$ cat src/nmmu_pkg.sv
package nmmu_pkg;

    // Field widths
    localparam int unsigned TIME_W   = 32;
    localparam int unsigned CNT_W    = 16;
    localparam int unsigned STATUS_W = 3;
    localparam int unsigned MOIST_W  = 10;
    localparam int unsigned GAIN_W   = 4;
    localparam int unsigned ATT_W    = 2;

    // Stream and config port widths
    localparam int unsigned IN_DATA_W  = 64;
    localparam int unsigned IN_USER_W  = 2;
    localparam int unsigned OUT_DATA_W = 32;
    localparam int unsigned OUT_USER_W = STATUS_W;
    localparam int unsigned CFG_IDX_W  = 3;
    localparam int unsigned CFG_DATA_W = 16;

    // Divider sizing: dividend 2000*n + den stays below 2^27
    localparam int unsigned SCALE_W = 11;
    localparam int unsigned REM_W   = 27;
    localparam int unsigned DSR_W   = CNT_W + 1 + MOIST_W - 1;
    localparam int unsigned LOOP_W  = 4;

    localparam logic [ATT_W-1:0]   MAX_ATTEMPTS     = 2'd3;
    localparam logic [CNT_W-1:0]   DEF_DRY          = 16'd1500;
    localparam logic [CNT_W-1:0]   DEF_WET          = 16'd300;
    localparam logic [CNT_W-1:0]   MIN_INTERVAL_RST = 16'd500;
    localparam logic [CNT_W-1:0]   SAT_LEVEL_RST    = 16'hFFFF;
    localparam logic [GAIN_W-1:0]  GAIN_RST         = 4'd7;
    localparam logic [MOIST_W-1:0] MOIST_FULL       = 10'd1000;
    localparam logic [SCALE_W-1:0] MOIST_SCALE      = 11'd2000;
    localparam logic [LOOP_W-1:0]  DIV_LAST         = LOOP_W'(MOIST_W - 1);

    typedef enum logic [STATUS_W-1:0] {
        ST_OK           = 3'd0,
        ST_TOO_FREQUENT = 3'd1,
        ST_READ_RETRY   = 3'd2,
        ST_GAIN_RETRY   = 3'd3,
        ST_FAILED       = 3'd4,
        ST_OK_MINSAT    = 3'd5
    } status_t;

    typedef enum logic [CFG_IDX_W-1:0] {
        CFG_DRY          = 3'd0,
        CFG_WET          = 3'd1,
        CFG_CAL_VALID    = 3'd2,
        CFG_MIN_INTERVAL = 3'd3,
        CFG_SAT_LEVEL    = 3'd4
    } cfg_index_t;

    // Microcode
    typedef enum logic [2:0] {
        OP_NOP,
        OP_WAIT_IN,
        OP_DECIDE,
        OP_SETUP,
        OP_DIV,
        OP_EMIT
    } op_t;

    typedef enum logic [2:0] {
        COND_ALWAYS,
        COND_NO_IN,
        COND_DONE,
        COND_LOOP,
        COND_OUT_BUSY
    } cond_t;

    localparam int unsigned PC_W = 3;
    typedef logic [PC_W-1:0] pc_t;

    typedef struct packed {
        op_t   op;
        cond_t cond;
        pc_t   target;
    } ctl_word_t;

    localparam pc_t PC_START  = 3'd0;
    localparam pc_t PC_DECIDE = 3'd1;
    localparam pc_t PC_SETUP  = 3'd2;
    localparam pc_t PC_DIV    = 3'd3;
    localparam pc_t PC_EMIT   = 3'd4;
    localparam pc_t PC_RETURN = 3'd5;

    // Program: jump to target when the condition holds, else fall through
    function automatic ctl_word_t ucode_rom(input pc_t pc);
        ctl_word_t w;
        case (pc)
            PC_START:  w = '{op: OP_WAIT_IN, cond: COND_NO_IN,    target: PC_START};
            PC_DECIDE: w = '{op: OP_DECIDE,  cond: COND_DONE,     target: PC_EMIT};
            PC_SETUP:  w = '{op: OP_SETUP,   cond: COND_DONE,     target: PC_EMIT};
            PC_DIV:    w = '{op: OP_DIV,     cond: COND_LOOP,     target: PC_DIV};
            PC_EMIT:   w = '{op: OP_EMIT,    cond: COND_OUT_BUSY, target: PC_EMIT};
            PC_RETURN: w = '{op: OP_NOP,     cond: COND_ALWAYS,   target: PC_START};
            default:   w = '{op: OP_NOP,     cond: COND_ALWAYS,   target: PC_START};
        endcase
        return w;
    endfunction

endpackage

$ cat src/nir_moisture_measure_unit.sv
// NIR moisture measurement unit. Each input item is one measurement attempt
// (time, LED-off and LED-on counts, read-ok flags); each produces exactly one
// result item with a status, paper detection, moisture in tenths of a percent,
// the reflected count and the gain code to program next. A small microcode
// program steps the datapath: it takes the item, decides, then for paper runs
// a setup step and, unless the moisture clamps at 0 or 1000, ten steps of a
// restoring divider; it then hands the result to the output register and
// returns. Items whose moisture needs the division take longest, because of
// the ten-step division loop. A finished result waits in the output register
// while the next item is taken; the sequencer stalls only when a second result
// is ready before the first has been taken, and then for as long as it waits.
// Configuration writes are always ready and take effect at once.
module nir_moisture_measure_unit (
    input  logic                                aclk,
    input  logic                                aresetn,
    // tdata: now_ms[31:0], ambient_nir[47:32], lit_nir[63:48]
    input  logic                                s_tvalid,
    output logic                                s_tready,
    input  logic [nmmu_pkg::IN_DATA_W-1:0]      s_tdata,
    // tuser: ambient_ok[0], lit_ok[1]
    input  logic [nmmu_pkg::IN_USER_W-1:0]      s_tuser,
    output logic                                m_tvalid,
    input  logic                                m_tready,
    // tdata: paper_detected[0], moisture_tenths[10:1], reflected_nir[26:11],
    //        gain_setting[30:27], zero[31]
    output logic [nmmu_pkg::OUT_DATA_W-1:0]     m_tdata,
    // tuser: status[2:0]
    output logic [nmmu_pkg::OUT_USER_W-1:0]     m_tuser,
    input  logic                                cfg_valid,
    output logic                                cfg_ready,
    input  logic [nmmu_pkg::CFG_IDX_W-1:0]      cfg_index,
    input  logic [nmmu_pkg::CFG_DATA_W-1:0]     cfg_wdata
);
    import nmmu_pkg::*;

    // Configuration registers
    logic [CNT_W-1:0]   dry_reg, dry_next;
    logic [CNT_W-1:0]   wet_reg, wet_next;
    logic               cal_reg, cal_next;
    logic [CNT_W-1:0]   min_int_reg, min_int_next;
    logic [CNT_W-1:0]   sat_reg, sat_next;

    // Measurement state
    logic [GAIN_W-1:0]  gain_reg, gain_next;
    logic [TIME_W-1:0]  last_start_reg, last_start_next;
    logic               open_reg, open_next;
    logic [ATT_W-1:0]   att_reg, att_next;

    // Sequencer
    pc_t                pc_reg, pc_next;
    ctl_word_t          ctl;
    logic               in_accept;
    logic               out_free;
    logic               done;
    logic               take;

    // Latched input item
    logic [TIME_W-1:0]  now_reg, now_next;
    logic [CNT_W-1:0]   amb_reg, amb_next;
    logic [CNT_W-1:0]   lit_reg, lit_next;
    logic               amb_ok_reg, amb_ok_next;
    logic               lit_ok_reg, lit_ok_next;

    // Work registers
    status_t            status_reg, status_next;
    logic               paper_reg, paper_next;
    logic [CNT_W-1:0]   refl_reg, refl_next;
    logic [MOIST_W-1:0] moist_reg, moist_next;
    logic [REM_W-1:0]   rem_reg, rem_next;
    logic [DSR_W-1:0]   dsr_reg, dsr_next;
    logic [LOOP_W-1:0]  loop_reg, loop_next;

    // Output register
    logic               m_valid_reg, m_valid_next;
    status_t            out_status_reg, out_status_next;
    logic               out_paper_reg, out_paper_next;
    logic [MOIST_W-1:0] out_moist_reg, out_moist_next;
    logic [CNT_W-1:0]   out_refl_reg, out_refl_next;
    logic [GAIN_W-1:0]  out_gain_reg, out_gain_next;

    // Decision terms
    logic [TIME_W-1:0]  elapsed;
    logic               too_soon;
    logic               gain_nz;
    logic               amb_sat, lit_sat;
    logic               amb_lower, lit_lower;
    logic               retry_read, retry_gain, min_sat;
    logic [ATT_W-1:0]   att_inc;
    logic               exhausted;
    logic [CNT_W-1:0]   refl;
    logic [CNT_W+1:0]   refl2, amb3;
    logic               paper;

    // Moisture setup terms
    logic               use_cal;
    logic [CNT_W-1:0]   dry_act, wet_act, den;
    logic [CNT_W:0]     num;
    logic               num_le0, num_ge_den;
    logic [REM_W-1:0]   div_trial;
    logic               div_bit;

    assign cfg_ready = 1'b1;
    assign ctl       = ucode_rom(pc_reg);
    assign s_tready  = (ctl.op == OP_WAIT_IN);
    assign in_accept = s_tvalid && s_tready;
    assign out_free  = !m_valid_reg || m_tready;

    assign m_tvalid = m_valid_reg;
    assign m_tuser  = out_status_reg;
    assign m_tdata  = {1'b0, out_gain_reg, out_refl_reg, out_moist_reg, out_paper_reg};

    // Interval, read and saturation checks
    assign elapsed    = now_reg - last_start_reg;
    assign too_soon   = !open_reg && (elapsed < {{(TIME_W-CNT_W){1'b0}}, min_int_reg});
    assign gain_nz    = (gain_reg != '0);
    assign amb_sat    = (amb_reg >= sat_reg);
    assign lit_sat    = (lit_reg >= sat_reg);
    assign amb_lower  = amb_sat && gain_nz;
    assign lit_lower  = lit_sat && gain_nz;
    assign retry_read = !amb_ok_reg || (!amb_lower && !lit_ok_reg);
    assign retry_gain = amb_ok_reg && (amb_lower || (lit_ok_reg && lit_lower));
    assign min_sat    = (amb_sat || lit_sat) && !gain_nz;
    assign att_inc    = (open_reg ? att_reg : '0) + ATT_W'(1);
    assign exhausted  = (att_inc >= MAX_ATTEMPTS);

    // Reflected light and paper test: 2*refl > 3*amb
    assign refl  = (lit_reg > amb_reg) ? (lit_reg - amb_reg) : '0;
    assign refl2 = {1'b0, refl, 1'b0};
    assign amb3  = {1'b0, amb_reg, 1'b0} + {2'b00, amb_reg};
    assign paper = (refl2 > amb3);

    // Active baselines and numerator
    assign use_cal    = cal_reg && (dry_reg > wet_reg);
    assign dry_act    = use_cal ? dry_reg : DEF_DRY;
    assign wet_act    = use_cal ? wet_reg : DEF_WET;
    assign den        = dry_act - wet_act;
    assign num        = {1'b0, dry_act} - {1'b0, refl_reg};
    assign num_le0    = num[CNT_W] || (num == '0);
    assign num_ge_den = !num[CNT_W] && (num[CNT_W-1:0] >= den);

    // One restoring division step
    assign div_bit   = ({1'b0, dsr_reg} <= rem_reg);
    assign div_trial = rem_reg - {1'b0, dsr_reg};

    // Datapath control and next state
    always_comb begin
        dry_next        = dry_reg;
        wet_next        = wet_reg;
        cal_next        = cal_reg;
        min_int_next    = min_int_reg;
        sat_next        = sat_reg;
        gain_next       = gain_reg;
        last_start_next = last_start_reg;
        open_next       = open_reg;
        att_next        = att_reg;
        now_next        = now_reg;
        amb_next        = amb_reg;
        lit_next        = lit_reg;
        amb_ok_next     = amb_ok_reg;
        lit_ok_next     = lit_ok_reg;
        status_next     = status_reg;
        paper_next      = paper_reg;
        refl_next       = refl_reg;
        moist_next      = moist_reg;
        rem_next        = rem_reg;
        dsr_next        = dsr_reg;
        loop_next       = loop_reg;
        m_valid_next    = m_valid_reg && !m_tready;
        out_status_next = out_status_reg;
        out_paper_next  = out_paper_reg;
        out_moist_next  = out_moist_reg;
        out_refl_next   = out_refl_reg;
        out_gain_next   = out_gain_reg;
        done            = 1'b0;

        // Register writes
        if (cfg_valid) begin
            case (cfg_index)
                CFG_DRY:          dry_next     = cfg_wdata;
                CFG_WET:          wet_next     = cfg_wdata;
                CFG_CAL_VALID:    cal_next     = cfg_wdata[0];
                CFG_MIN_INTERVAL: min_int_next = cfg_wdata;
                CFG_SAT_LEVEL:    sat_next     = cfg_wdata;
                default: ;
            endcase
        end

        case (ctl.op)
            OP_WAIT_IN: begin
                if (in_accept) begin
                    now_next    = s_tdata[TIME_W-1:0];
                    amb_next    = s_tdata[TIME_W+CNT_W-1:TIME_W];
                    lit_next    = s_tdata[TIME_W+2*CNT_W-1:TIME_W+CNT_W];
                    amb_ok_next = s_tuser[0];
                    lit_ok_next = s_tuser[1];
                end
            end
            OP_DECIDE: begin
                paper_next = 1'b0;
                moist_next = '0;
                refl_next  = '0;
                if (too_soon) begin
                    status_next = ST_TOO_FREQUENT;
                    done        = 1'b1;
                end else begin
                    if (!open_reg) begin
                        last_start_next = now_reg;
                    end
                    if (retry_read || retry_gain) begin
                        done = 1'b1;
                        if (retry_gain) begin
                            gain_next = gain_reg - GAIN_W'(1);
                        end
                        if (exhausted) begin
                            status_next = ST_FAILED;
                            open_next   = 1'b0;
                            att_next    = '0;
                        end else begin
                            status_next = retry_gain ? ST_GAIN_RETRY : ST_READ_RETRY;
                            open_next   = 1'b1;
                            att_next    = att_inc;
                        end
                    end else begin
                        refl_next   = refl;
                        paper_next  = paper;
                        status_next = min_sat ? ST_OK_MINSAT : ST_OK;
                        open_next   = 1'b0;
                        att_next    = '0;
                        done        = !paper;
                    end
                end
            end
            OP_SETUP: begin
                moist_next = '0;
                if (num_le0) begin
                    done = 1'b1;
                end else if (num_ge_den) begin
                    moist_next = MOIST_FULL;
                    done       = 1'b1;
                end else begin
                    // 1000*n/den rounded: (2000*n + den) / (2*den)
                    rem_next  = REM_W'(num[CNT_W-1:0]) * REM_W'(MOIST_SCALE) + REM_W'(den);
                    dsr_next  = DSR_W'({den, 1'b0}) << (MOIST_W - 1);
                    loop_next = DIV_LAST;
                end
            end
            OP_DIV: begin
                if (div_bit) begin
                    rem_next = div_trial;
                end
                moist_next = {moist_reg[MOIST_W-2:0], div_bit};
                dsr_next   = dsr_reg >> 1;
                loop_next  = loop_reg - LOOP_W'(1);
            end
            OP_EMIT: begin
                if (out_free) begin
                    m_valid_next    = 1'b1;
                    out_status_next = status_reg;
                    out_paper_next  = paper_reg;
                    out_moist_next  = moist_reg;
                    out_refl_next   = refl_reg;
                    out_gain_next   = gain_reg;
                end
            end
            default: ;
        endcase

        // Branch unit
        case (ctl.cond)
            COND_ALWAYS:   take = 1'b1;
            COND_NO_IN:    take = !in_accept;
            COND_DONE:     take = done;
            COND_LOOP:     take = (loop_reg != '0);
            COND_OUT_BUSY: take = !out_free;
            default:       take = 1'b1;
        endcase
        pc_next = take ? ctl.target : pc_reg + PC_W'(1);
    end

    // Control and configuration registers
    always_ff @(posedge aclk) begin
        if (!aresetn) begin
            dry_reg        <= '0;
            wet_reg        <= '0;
            cal_reg        <= 1'b0;
            min_int_reg    <= MIN_INTERVAL_RST;
            sat_reg        <= SAT_LEVEL_RST;
            gain_reg       <= GAIN_RST;
            last_start_reg <= '0;
            open_reg       <= 1'b0;
            att_reg        <= '0;
            pc_reg         <= PC_START;
            m_valid_reg    <= 1'b0;
        end else begin
            dry_reg        <= dry_next;
            wet_reg        <= wet_next;
            cal_reg        <= cal_next;
            min_int_reg    <= min_int_next;
            sat_reg        <= sat_next;
            gain_reg       <= gain_next;
            last_start_reg <= last_start_next;
            open_reg       <= open_next;
            att_reg        <= att_next;
            pc_reg         <= pc_next;
            m_valid_reg    <= m_valid_next;
        end
    end

    // Payload registers
    always_ff @(posedge aclk) begin
        now_reg        <= now_next;
        amb_reg        <= amb_next;
        lit_reg        <= lit_next;
        amb_ok_reg     <= amb_ok_next;
        lit_ok_reg     <= lit_ok_next;
        status_reg     <= status_next;
        paper_reg      <= paper_next;
        refl_reg       <= refl_next;
        moist_reg      <= moist_next;
        rem_reg        <= rem_next;
        dsr_reg        <= dsr_next;
        loop_reg       <= loop_next;
        out_status_reg <= out_status_next;
        out_paper_reg  <= out_paper_next;
        out_moist_reg  <= out_moist_next;
        out_refl_reg   <= out_refl_next;
        out_gain_reg   <= out_gain_next;
    end

endmodule

$ cat config.mk
export PLATFORM = sky130hd
export DESIGN_NAME = nir_moisture_measure_unit
export DESIGN_NICKNAME = d
export VERILOG_FILES = /design/src/nmmu_pkg.sv /design/src/nir_moisture_measure_unit.sv
export SDC_FILE = /design/constraint.sdc
export NUM_CORES = 1
export LEC_CHECK = 0
export BUFFER_PORTS_ARGS = -buffer_cell sky130_fd_sc_hd__buf_4
export CORE_MARGIN = 5
export CORE_UTILIZATION = 35
export CTS_BUF_LIST = sky130_fd_sc_hd__clkbuf_4 sky130_fd_sc_hd__clkbuf_8
export DETAILED_ROUTE_END_ITERATION = 7
export SKIP_LAST_GASP = 1
export SLEW_MARGIN = 25
export SYNTH_ARGS = -nofsm -noshare
export SYNTH_HDL_FRONTEND = slang
export SYNTH_SLANG_ARGS = --single-unit
export TNS_END_PERCENT = 5
$ cat constraint.sdc
create_clock -name aclk -period 9.4 [get_ports aclk]
set_input_delay 1.41 -clock aclk [delete_from_list [all_inputs] [get_ports aclk]]
set_output_delay 1.41 -clock aclk [all_outputs]
set_load 0.02 [all_outputs]
# Word level (Yosys, flattened, before mapping)
# Cells that the tools add are included.
# classes
add_sub_neg,11
n_mul,1
n_div,0
n_lt_le_gt_ge,9
eq_ne,20
shifts,0
n_mux,35
n_bitwise,2
n_reduce_logical,48
# op_table
op,n
27-bit 2-to-1 mux,3
27-bit case mux with 2 select lines,1
26-bit 2-to-1 mux,2
26-bit case mux with 2 select lines,1
16-bit greater-or-equal comparator,3
16-bit 2-to-1 mux,3
9-bit case mux with 5 select lines,1
16-bit greater-than comparator,2
32-bit by 16-bit < comparator with 1-bit output,1
16-bit subtractor,2
32-bit subtractor,1
10-bit case mux with 3 select lines,1
27-bit by 16-bit adder with 27-bit output,1
26-bit by 27-bit <= comparator with 1-bit output,1
27-bit by 26-bit subtractor with 27-bit output,1
"3-bit by 2-bit equality test with 1-bit output, second input constant",8
"16-bit by 7-bit multiplier with 23-bit output, second input constant",1
10-bit 2-to-1 mux,2
17-bit by 16-bit adder with 18-bit output,1
17-bit by 18-bit greater-than comparator with 1-bit output,1
17-bit zero test,1
16-bit by 16-bit subtractor with 17-bit output,1
2-bit AND reduction,8
"3-bit equality test, second input constant",5
24 further kinds,74
# totals
register_bits,295
latch_bits,0
ramBits,0
romBits,0
input_bits,90
out_inout_bits,38
word_cells,154
n_memories,0

# Depth between registers and ports, before layout
# Gate-level depths: netlist of the first run.
# logic_depth
depth_word,11
depth_mapped,41
mapped_depth_nobuf,39

# Worst setup path before layout of the first run
# OpenSTA, ideal clock, no wires.
# synth_timing
path_type,reg-to-reg
start,reg wet_reg[15]
end,reg rem_reg[20] (data pin)
setup_ns,0.269
arrival_time_ns,8.083
required_ns,9.131
setup_slack_ns,1.048
path_stages_with_launch,40
n_path_buf,3
period_less_slack_ns,8.352
path_cell_list,dfxtp_1 > inv_1 > ha_1 > nand4_2 > nor4_2 > a21boi_1 > a2111o_2 > and2_1 > clkbuf_1 > clkbuf_1 > nand2_1 > ha_1 > inv_1 > fa_1 > a21o_1 > a21oi_1 > o21bai_1 > a21oi_1 > [... 4 more ...] > fa_1 > fa_1 > fa_1 > inv_1 > ha_1 > or2_2 > a21oi_1 > a21oi_1 > xor2_1 > ha_1 > o21ai_0 > nand2b_1 > o21ai_0 > a21oi_1 > nand3_1 > or2_2 > xor2_1 > o21ai_0
# synth_between
elab_chain_len,9
word_cells_on_any_way,11
classes_between,add/sub: 3; mul: 1; order compare: 1; mux: 5; reduce/logical: 1
# synth_rtl
element,line_no,text
start: declaration,nir_moisture_measure_unit.sv:38,"logic [CNT_W-1:0] wet_reg, wet_next;"
start signal: assignment,nir_moisture_measure_unit.sv:296,wet_reg <= wet_next;
16-bit greater-than comparator,nir_moisture_measure_unit.sv:133,assign use_cal = cal_reg && (dry_reg > wet_reg);
1-bit logical AND,nir_moisture_measure_unit.sv:133,
16-bit 2-to-1 mux,nir_moisture_measure_unit.sv:134,assign dry_act = use_cal ? dry_reg : DEF_DRY;
16-bit by 16-bit subtractor with 17-bit output,nir_moisture_measure_unit.sv:137,"assign num = {1'b0, dry_act} - {1'b0, refl_reg};"
16-bit by 7-bit multiplier with 23-bit output,nir_moisture_measure_unit.sv:242,rem_next = REM_W'(num[CNT_W-1:0]) * REM_W'(MOIST_SCALE) + REM_W'(den);
27-bit by 16-bit adder with 27-bit output *,nir_moisture_measure_unit.sv:242,
27-bit 2-to-1 mux *,nir_moisture_measure_unit.sv:237,end else if (num_ge_den) begin
27-bit 2-to-1 mux *,nir_moisture_measure_unit.sv:235,if (num_le0) begin
27-bit case mux with 2 select lines *,nir_moisture_measure_unit.sv:188,case (ctl.op)
via rem_next[20],nir_moisture_measure_unit.sv:69,"logic [REM_W-1:0] rem_reg, rem_next;"
end signal: assignment,nir_moisture_measure_unit.sv:320,rem_reg <= rem_next;
end: declaration,nir_moisture_measure_unit.sv:69,
# Mark *: on every way through the listed nets, which the timed path passes. The rest lies on a longest branch. The select of a mux whose other input is x is not followed.
# A chain may end at the register's enable or synchronous reset.

# Worst setup path in the final report of the first run
# layout_timing
start,reg wet_reg[15]
end,reg rem_reg[26] (data pin)
# The elaborated chain is that of the path after synthesis.

==> results of run 1 <==
==> metal layers <==
metal / wire length, um / track usage (%) / vias up
li1: - / - / 9027
met1: 25580 / 20.05 / 8520
met2: 28030 / 27.62 / 383
met3: 2648 / 2.853 / 96
met4: 1705 / 4.912 / 0
met5: 0 / 0 / -
==> repair_timing <==
action                     CTS  global route
setup endpoints to repair    0             8
buffers inserted             0             3
gates resized for setup      0            13
==> worst register-to-register path, delay by kind of cell (launching register included) <==
kind                       cells  cell delay, ns
adders and majority gates      7            2.92
xor gates and xnor gates       3            0.53
buffers and inverters          3            0.17
DFF                            1            0.37
muxes                          1            0.08
and+or+nand+nor                7            1.26
AOI/OAI and AO/OA             17            3.18
==> path summary, 6_finish.rpt <==
check | start | end | slack (ns) | depth (start not counted)
worst max-delay path | wet_reg[15] | rem_reg[26] | 0.63 | 38
worst min-delay path | paper_reg | out_paper_reg | 0.42 | 0
worst max register to register | wet_reg[15] | rem_reg[26] | 0.63 | 38
worst min register to register | paper_reg | out_paper_reg | 0.42 | 0
==> stage by stage <==
| step | instances | hold slack, ns | setup WS (ns) | util [%] | total power, mW |
|---|---|---|---|---|---|
| final | 3514 | 0.4212 | 0.6338 | 40.22 | 10.67 |
| after global routing | 3514 | 0.4303 | 0.1432 | 40.22 | 11.82 |
| after CTS | 3510 | 0.4248 | 0.1924 | 40.02 | 10.64 |
| after detailed placement | 3408 | 0.4103 | 0.2389 | 38.31 | 9.324 |
| after global placement | 3407 | 0.4087 | 0.4446 | 38.26 | 9.106 |
| after floorplan | 2481 | 0.4003 | 1.048 | - | 7.792 |
==> Yosys cell counts (7+ instances only) <==
master       n  area [um^2]
inv_1      294         1104
ha_1       286         3578
nand2_1    243        912.1
edfxtp_1   187         5615
a21oi_1    149        745.7
o21ai_0    121        605.6
nor2_1     113        424.2
dfxtp_1    108         2162
xnor2_1     79        691.9
nor2b_1     70        437.9
a21o_1      66        495.5
xor2_1      57        499.2
a21boi_0    53        397.9
fa_1        53         1061
clkbuf_1    49        183.9
mux2i_1     41        410.4
nand3_1     38        190.2
nor3_1      38        190.2
and2_1      37        231.5
nand2b_1    37        231.5
and3_1      33        206.5
o211ai_1    33        247.7
nand4_1     31        193.9
o21a_1      21        157.7
o21bai_1    19        142.6
or3_1       17        106.4
a211oi_1    16        120.1
a31oi_1     15        93.84
o31ai_1     11        82.58
o2111ai_1   10        87.58
a211o_1      9        78.83
or2_2        8        50.05
buf_2        7        35.03
nor3b_1      7        52.55
==> final cells by class <==
class                           instances  area share (%)
Inverter                              296           4.270
Clock buffer                           79           3.722
Sequential cell                       295           29.89
Clock inverter                         23          0.5482
Timing Repair Buffer                  142           4.208
Multi-Input combinational cell       1824           53.25
Tap cell                              855           4.111
==> where the power goes <==
part	internal [mW]	leakage (nW)	total, mW	switching (mW)
Combinational	3.18	8.25	7.47	4.29
Clock	0.691	0.578	1.26	0.566
Sequential	1.84	2.58	1.94	0.0985
==> cells by family after synthesis <==
kind of cell               synth area share [%]
and+or+nand+nor                           15.54
buffers and inverters                     6.116
AOI/OAI and AO/OA                         17.04
muxes                                     1.839
DFF                                       33.91
other                                   0.03275
adders and majority gates                 20.32
xor gates and xnor gates                  5.194
==> impl_metrics.tcl, run 1 <==
set metrics [dict create \
    placed_cell_area_mm2 0.02478 \
    grt_pass1_vias 18036 \
    finalCritPeriodShare_pct 93.26 \
    synth.cell_area_mm2 0.02293 \
    drive_gt1_share_pct 10.49 \
    clk_pin_slew_ns 0.06 \
    design_area_mm2 0.02602 \
    drc_errors 0 \
    cts-hold-fix-buffers 0 \
    tightest_slew_ns 0.9936 \
    wl_per_cell_um 16.49 \
    grt_antenna_before_repair 0 \
    min_period_ns 8.766 \
    cts_buffers 54 \
    slew_headroom_pct 33.69 \
    status "finished, final reports clean" \
    seq_area_mm2 0.007777 \
    syn_to_final_growth_pct 13.46 \
    die_area_mm2 0.07074 \
    max_freq_mhz 114.1 \
    synth.net_count 2910 \
    grt_pass1_wl_um 92940 \
    synth_top_flop_cell "edfxtp_1" \
    layout_commonest_cell "inv_1" \
    drtPass1Iterations 5 \
    grt-ovfl-total 0 \
    async_flop_share_pct 0 \
    diodes 0 \
    skew_ns 0.04907 \
    first_iter_violations 934 \
    multi_input_area_mm2 0.01386 \
    dp_hpwl_um 44860 \
    slew_viol_final 0 \
    worst-path-buf-inv 3 \
    clockRootBuffer "clkbuf_8" \
    ant_nets 0 \
    path_class "flip-flop to flip-flop" \
    fillers 6473 \
    postSynthAreaPerCell_um2 9.244 \
    portBuffers 125 \
    power_per_cell_area_mw_per_mm2 409.9 \
    tns_ns 0 \
    clockBufferDepth 3 \
    critPathRequiredTime_ns 9.76 \
    hold_path_class "flip-flop to flip-flop" \
    ys_ff_latch 295 \
    cap_violations 0 \
    rsz0062_at_grt "no" \
    rows 93 \
    arrival_ns 9.13 \
    yosysUniqueCellTypes 89 \
    final_hold_viol_count 0 \
    start_util_pct 35.45 \
    cts_tree "yes" \
    post_drt_via_cell_ratio 5.130 \
    fp.dieH_um 266.0 \
    slowest_delay_ns 0.56 \
    wl_um 57960 \
    worst_path_dominant_cell_family "compound AO/OA/AOI/OAI gates" \
    ys_warn_count 0 \
    grt_max_degree 111 \
    vias 18026 \
    final_nets 3042 \
    start_kind "flip-flop" \
    die_w_um 266.0 \
    ys_seq_area_share_pct 33.91 \
    io_pins 128 \
    max-vdd-ir-drop_mv 0.4548 \
    core_area_mm2 0.06470 \
    htreeDepth 2 \
    insertion_delay_ns 0.65 \
    cts_sinks 295 \
    p_leak_nw 11.40 \
    end_kind "flip-flop" \
    path_max_fanout 11 \
    gp_congestion 0.9233 \
    grtUsageTotal_pct 15.85 \
    syn-instance-count 2481 \
    synth_edf_count 187 \
    setup_viol 0 \
    slowest_stage "fa_1" \
    final_cell_mix "293 x inv_1, 286 x ha_1, 243 x nand2_1, 187 x edfxtp_1, 148 x a21oi_1" \
]
Power figures use the tool's default switching activity.
==> run 2: changes to the inputs <==
- clock period: 9.4 -> 8.91 ns (I/O delays scaled with it)
==> impl_metrics.tcl, run 2 (synthesis results as in run 1) <==
set metrics [dict create \
    max-vdd-ir-drop_mv 0.4643 \
    clockBufferDepth 3 \
    cp-endpoint "rem_reg[26]" \
    route.met2.wl_um 27820 \
    htreeDepth 2 \
    final_hold_viol_count 0 \
    finalWorstSetupSlack_ns 0.5018 \
    slowest_delay_ns 0.53 \
    portBuffers 125 \
    slowest_stage "fa_1" \
    start_kind "flip-flop" \
    cap_violations 0 \
    grt_antenna_before_repair 0 \
    rr_worst_depth 35 \
    cts_buffers 54 \
    placed_cells 3416 \
    grt_pass1_vias 18204 \
    cp-startpoint "wet_reg[15]" \
    final_cell_mix "292 x inv_1, 285 x ha_1, 243 x nand2_1, 187 x edfxtp_1, 148 x buf_4" \
    setup_viol 0 \
    final_nets 3050 \
    grt-ovfl-total 0 \
    grt_pass1_wl_um 94120 \
    drive_gt1_share_pct 11.32 \
    finalCritPeriodShare_pct 94.37 \
    grt_max_degree 111 \
    slew_viol_final 0 \
    hold_path_class "flip-flop to flip-flop" \
    layout_commonest_cell "inv_1" \
    placed_cell_area_mm2 0.02484 \
    cts_tree "yes" \
    power_per_cell_area_mw_per_mm2 440.3 \
    clockRootBuffer "clkbuf_8" \
    start_util_pct 35.45 \
    r2r-start "wet_reg[15]" \
    fillers 6462 \
    skew_ns 0.07872 \
    status "finished, final reports clean" \
    wl_um 58440 \
    end_kind "flip-flop" \
    die_w_um 266.0 \
    dp_hpwl_um 45440 \
    post_drt_via_cell_ratio 5.177 \
    syn_to_final_growth_pct 14.43 \
    drt-met1-wl_um 25740 \
    vias 18233 \
    cp_common_cell "fa_1" \
    tightest_slew_ns 0.9832 \
    core_area_mm2 0.06470 \
    ant_nets 0 \
    gp_congestion 0.9145 \
    first_iter_violations 1009 \
    met3_length_um 2545 \
    cts_sinks 295 \
    highest_layer "met4" \
    die_area_mm2 0.07074 \
    drtPass1Iterations 5 \
    arrival_ns 8.80 \
    cts-hold-fix-buffers 0 \
    wl_per_cell_um 16.59 \
    place_ws_ns 0.2999 \
    diodes 0 \
    rows 93 \
    r2r-end "rem_reg[26]" \
    clk_pin_slew_ns 0.07 \
    path_max_fanout 7 \
    critPathRequiredTime_ns 9.30 \
    drc_errors 0 \
    max_freq_mhz 118.9 \
    r2r_setup_slack_ns 0.50 \
    p_leak_nw 11.52 \
    path_class "flip-flop to flip-flop" \
    insertion_delay_ns 0.69 \
    min_period_ns 8.408 \
    final_cells 3522 \
    fp.dieH_um 266.0 \
    io_pins 128 \
    slew_headroom_pct 34.38 \
    grtUsageTotal_pct 16.02 \
    design_area_mm2 0.02624 \
]
==> run 2: worst min-delay path by stage <==
stage                  start          to  slack [ns]  depth (start not counted)
6_report       status_reg[0]  m_tuser[0]        0.44                          0
2_1_floorplan  status_reg[0]  m_tuser[0]        0.40                          0
3_3_place_gp   status_reg[0]  m_tuser[0]        0.40                          0
5_1_grt        status_reg[0]  m_tuser[0]        0.44                          0
3_5_place_dp   status_reg[1]  m_tuser[1]        0.40                          0
4_1_cts        status_reg[0]  m_tuser[0]        0.43                          0
==> run 2: layout make-up <==
| type | instances | area, um^2 | area share, % |
|---|---|---|---|
| Tap cell | 855 | 1070 | 4.077 |
| Sequential cell | 295 | 7777 | 29.64 |
| Clock inverter | 27 | 316.6 | 1.206 |
| Timing Repair Buffer | 150 | 1151 | 4.387 |
| Clock buffer | 75 | 950.9 | 3.624 |
| Inverter | 296 | 1111 | 4.234 |
| Multi-Input combinational cell | 1824 | 13860 | 52.83 |
==> run 2: what timing repair did <==
action | CTS | global route
endpoints found under the setup margin | 0 | 8
gates resized for setup | 0 | 21
buffers inserted | 0 | 3
==> run 2: through the flow <==
stage | hold WS, ns | power (mW) | setup TNS, ns | utilization (%)
CTS | 0.4329 | 11.43 | 0 | 40.35
global placement | 0.4047 | 9.662 | 0 | 38.36
detailed placement | 0.4045 | 9.870 | 0 | 38.39
floorplan | 0.4003 | 8.220 | 0 | -
finish | 0.4354 | 11.55 | 0 | 40.56
global route | 0.4378 | 12.84 | -0.03066 | 40.56
==> run 2: power by group <==
| part | internal, mW | switching, mW | total (mW) |
|---|---|---|---|
| Combinational | 3.40 | 4.61 | 8.01 |
| Sequential | 1.94 | 0.105 | 2.04 |
| Clock | 0.877 | 0.625 | 1.50 |
| Total | 6.22 | 5.34 | 11.6 |
==> run 2: metal layers <==
layer	vias up	global-route usage [%]
met5	-	0
met4	0	6.512
met3	119	2.373
met2	435	27.37
met1	8638	20.40
li1	9041	-
==> run 2: worst max-delay path: cells and delay by family (launching register included) <==
kind                       cells  cell delay, ns
xor gates and xnor gates       3            0.52
adders and majority gates      8            3.31
muxes                          1            0.09
and+or+nand+nor                7            1.18
DFF                            1            0.37
buffers and inverters          5            0.38
AOI/OAI and AO/OA             11            2.30
